===== config.mk =====
export PLATFORM = sky130hd
export DESIGN_NAME = gbs_ram
export DESIGN_NICKNAME = d
export VERILOG_FILES = /design/src/design/gbs_ram.sv
export SDC_FILE = /design/constraint.sdc
export NUM_CORES = 1
export LEC_CHECK = 0
export CORE_UTILIZATION = 35
export CTS_CLUSTER_DIAMETER = 60
export DETAILED_ROUTE_END_ITERATION = 16
export DONT_BUFFER_PORTS = 1
export HOLD_SLACK_MARGIN = 0.08
export PLACE_DENSITY = 0.59
export SLEW_MARGIN = 20
export SYNTH_ARGS = -nofsm -noshare
export SYNTH_HDL_FRONTEND = slang
export SYNTH_SLANG_ARGS = --single-unit

===== constraint.sdc =====
create_clock -name clock -period 5.1 [get_ports clock]
set_input_delay 0.51 -clock clock [delete_from_list [all_inputs] [get_ports clock]]
set_output_delay 0.51 -clock clock [all_outputs]
set_load 0.01 [all_outputs]

===== src/design/gbs_ram.sv =====
`timescale 1ns / 1ps
module gbs_ram #(
   parameter int WIDTH = 8,
   parameter int DEPTH = 16
) (
   input  logic                                   clock,
   input  logic                                   we,
   input  logic [((DEPTH > 1) ? $clog2(DEPTH) : 1)-1:0] waddr,
   input  logic [WIDTH-1:0]                       wdata,
   input  logic [((DEPTH > 1) ? $clog2(DEPTH) : 1)-1:0] raddr,
   output logic [WIDTH-1:0]                       rdata
);

   logic [WIDTH-1:0] mem_ff [DEPTH];
   logic [WIDTH-1:0] rdata_ff;

   always_ff @(posedge clock) begin
      if (we) begin
         mem_ff[waddr] <= wdata;
      end
      rdata_ff <= mem_ff[raddr];
   end

   assign rdata = rdata_ff;

endmodule


=== Word level (Yosys, flattened, before mapping) ===
Memories as Yosys holds them, arrays and structs flattened. A register that Yosys moved wholly into a read port is not among the register bits.
Cells that the tools add are included.
Widths: inputs -> output; s select.

* Mux-type cells: 2

{| class="wikitable"
|+ Operators by type and width
! cell !! count
|-
| $mux 1 || 2
|}

* Memories kept: 1
* Input bits: 18
* Register bits: 0
* Memory bits (writable): 128
* Word-level logic and storage cells: 3

{| class="wikitable"
|+ Memories
! memory !! words !! width !! rd ports !! clocked after memory_dff !! wr ports !! line !! text
|-
| mem_ff || 16 || 8 || 1 || 1 || 1 || 14 || <nowiki>logic [WIDTH-1:0] mem_ff [DEPTH];</nowiki>
|}

=== Depth between registers and ports, before layout ===
* Depth after elaboration: 2
* Mapped depth: 5
* Depth with buffers taken out: 3

=== Worst setup path after synthesis ===
No wires, ideal clock.

* Path kind: in2reg
* From: input port waddr[2] in the netlist's numbering
* To: memory mem_ff[0][0] (enable)
* Path slack: 3,097 ps
* Path buffers: 0
* Data arrival time: 1,620 ps
* Data required time: 4,717 ps
* Stages: 2
* Setup time: 383 ps
* Cells stage by stage: or3b_2 -> nor3_1

{| class="wikitable"
|+ RTL lines
! what !! line !! text
|-
| from (decl) || 8 || <nowiki>input logic [((DEPTH > 1) ? $clog2(DEPTH) : 1)-1:0] waddr,</nowiki>
|-
| to (decl) || 14 ||
|}

No word-level cell before the write port.

=== Worst setup path after layout ===
* From: input port waddr[2] in the netlist's numbering
* To: memory mem_ff[0][5] (enable)

No word-level cell before the write port.

==> results.md <==
* Status: complete, no violations
* I/O Buffers at 0
* Filler cell count at 1248
* Cts repair resizes at 0
* Slew Limit Fails at 0
* Final worst slack at between 3 and 4 ns
* Main combinational cell family by area after synthesis: multiplexers
* Post-DP Area at about 5300 sq um
* Synth unique cells at 19
* CTS tree: done
* Number of detailed-route iterations in the first pass at 4
* Final setup viols at 0
* CP required at between 5 and 6 ns
* CP Capture Type: flop
* Worst R2R Setup Slack at ~3.6 ns
* Mux cell area share after synthesis at 0.1502
* Final GP Congestion at between 0.6 and 0.7
* Sequential Area at approximately 4000 sq um
* Leak at around 1.9 nW
* Crit-path slowest cell: nor3_1
* Most frequent cells in the layout: 128 x edfxtp_1, 18 x mux4_2, 17 x clkbuf_16
* Pin count of the biggest net entering global routing at 33
* Final min period at around 1.8 ns
* First-pass GRT wire length at between 10000 and 15000 um
* # clock sinks at approximately 140
* Synth Instances at roughly 230
* Antenna Nets Post-Route at 0
* Sequential fraction of the synthesis area at 0.7778
* Syn Nets at 247
* Max-slew headroom at 0.2656
* Post-CTS Hold Buffers at 0
* Capturing point of the worst reg2reg path: rdata[1]
* Detailed Place HPWL at 6158 um
* H-Tree Depth at 4
* Layout Nets at ~260
* Worst IR drop on VDD at approximately 0.25 mV
* Multi-input gate area at 1062 sq um
* Clock-pin slew on the worst setup and hold paths at around 0.05 ns
* Critical-path maximum fanout at 8
* Routed WL at ~10000 um
* Final Hold Vio Count at 0
* Max capacitance violation total at 0
* Worst slew pin tran at 1.093 ns
* Final period util at 0.3579
* Die ar. at between 15000 and 20000 sq um
* DR iter-0 viols at between 150 and 200
* Post-synthesis instance area at 5147 sq um
* Die W at 123.3 um
* CTS Buf Count at 17
* Crit path buffers/inverters at 0
* Fin Clk Skew at around 0.009 ns
* Die H at roughly 120 um
* GR Overflow Total at 0
* GR Util All Layers at 0.1504
* Capture point of the critical path: mem_ff[0][5]
* Yosys reg bits at around 140
* RSZ-0062 raised after global routing: no
* Startpoint Class: input port
* Clk root buf: clkbuf_16
* Vias at around 2.3k
* Cell row count at 43
* Slowest stage delay, CP at between 0.8 and 0.9 ns
* Post-route cell area at around 5900 sq um
* Area grow syn2layout at 13.98%
* XOR/XNOR share of the synthesized area at 0
* Worst-case clock buffer depth at 2
* Yosys warns at 0
* R2R Path Start: mem_ff[9][1]
* Simple-gate share of the synthesized area at 0.03184
* Worst-Skew Late Latency at between 0.4 and 0.5 ns
* Number of diodes at 0
* CORE AREA at approximately 14000 sq um
* Worst path depth at 2
* Fmax at around 0.55 GHz
* Initial Util at 0.3652
* Io pins at 26
* Wirelength per Cell at 23.38 um
* Setup WS pre-CTS at 2.822 ns
* Residual DRC at 0
* Crit Path Class: input port to flop
* Setup_tns at 0 ns
* Critical path's top delay family: simple AND/OR/NAND/NOR gates
* Synth Area in Compound Gates at 0.02333
* Worst-path cell chain: or3b_2 > nor3_1
* Final core utilization at 0.4162
* Worst min-delay path category: input port to flop
* Layout cells sized above 1 at 0.1858
* Post-Syn Area per Cell at approximately 22 sq um
* R2R cell count at 3
* Post-CTS Setup Repair Bufs at 0
* Pwr per Cell Area at 422.4 nW/um^2
* Vias per inst at about 5.3
* Antenna violations before repair at 0
* Number of global-route vias before repair at between 2k and 2.5k
* Crit path DAT at roughly 1.9 ns
* Beginning of the critical path: waddr[2]
* Synthesized-area fraction occupied by adder cells at 0
* Most common cell after layout, fill and taps aside: edfxtp_1
[worst min-delay path by stage]
stage                        start       endpoint  slack (ns)  cells past startpoint
after CTS                 wdata[7]  mem_ff[11][7]        0.18                      0
after global routing      wdata[7]  mem_ff[11][7]        0.18                      0
after detailed placement  wdata[6]   mem_ff[7][6]        0.61                      0
after floorplan           wdata[0]   mem_ff[0][0]        0.61                      0
final                     wdata[7]  mem_ff[10][7]        0.19                      0
after global placement    wdata[0]  mem_ff[10][0]        0.61                      0
[cell families (layout without fill, tap and decap cells)]
kind of cell / count (synthesis) / count (layout)
multiplexers: 32 / 32
buffers and inverters: 10 / 34
flip-flops: 136 / 136
AO/OA/AOI/OAI: 16 / 16
AND/OR/NAND/NOR: 35 / 35
[power breakdown]
part	total, mW	switching (mW)	internal, mW	leakage, nW
Clock	1.15	0.412	0.734	0.276
Sequential	1.26	0.0117	1.25	1.22
Combinational	0.0687	0.0332	0.0355	0.381
[final cells by class]
class / instances / share of cell area
tap: 180 / 0.03839
clock buffer: 29 / 0.08872
sequential: 136 / 0.6824
clock inverter: 3 / 0.006824
multi-input combinational: 83 / 0.1811
timing repair buffer: 2 / 0.002559
[cell usage after synthesis]
cell | number | area [sq um]
and2b_1 | 1 | 7.510
nand3_1 | 1 | 5.000
edfxtp_1 | 128 | 3844
or3b_2 | 1 | 8.760
nand3b_1 | 2 | 15.01
buf_4 | 1 | 7.510
mux4_2 | 18 | 405.4
nor3_1 | 4 | 20.02
mux4_1 | 14 | 367.9
and2_1 | 1 | 6.260
nand2_1 | 9 | 33.78
buf_2 | 3 | 15.01
nand2b_1 | 2 | 12.51
dfxtp_1 | 8 | 160.2
nor2b_1 | 1 | 6.260
nor2_1 | 13 | 48.80
buf_6 | 3 | 33.78
a22oi_1 | 16 | 120.1
clkdlybuf4s25_2 | 3 | 30.03
[stage by stage]
step	std cells	total power, mW	hold WS [ns]
after floorplan	229	1.345	0.6089
after global placement	401	1.353	0.6096
after detailed placement	401	1.355	0.6097
after CTS	433	2.495	0.1771
after global routing	433	2.541	0.1755
final	433	2.478	0.1878
[per-layer routing]
layer | up-vias | global-route usage | wire [um]
li1 | 992 | - | -
met1 | 1225 | 0.1911 | 4359
met2 | 78 | 0.2308 | 4909
met3 | 13 | 0.05074 | 676
met4 | 0 | 0.07455 | 176
met5 | - | 0 | 0
[flip-flops by register name, indices dropped and copies added, names as in the netlist]
signal / count
mem_ff: 128
rdata: 8
Power figures use the tool's default switching activity.
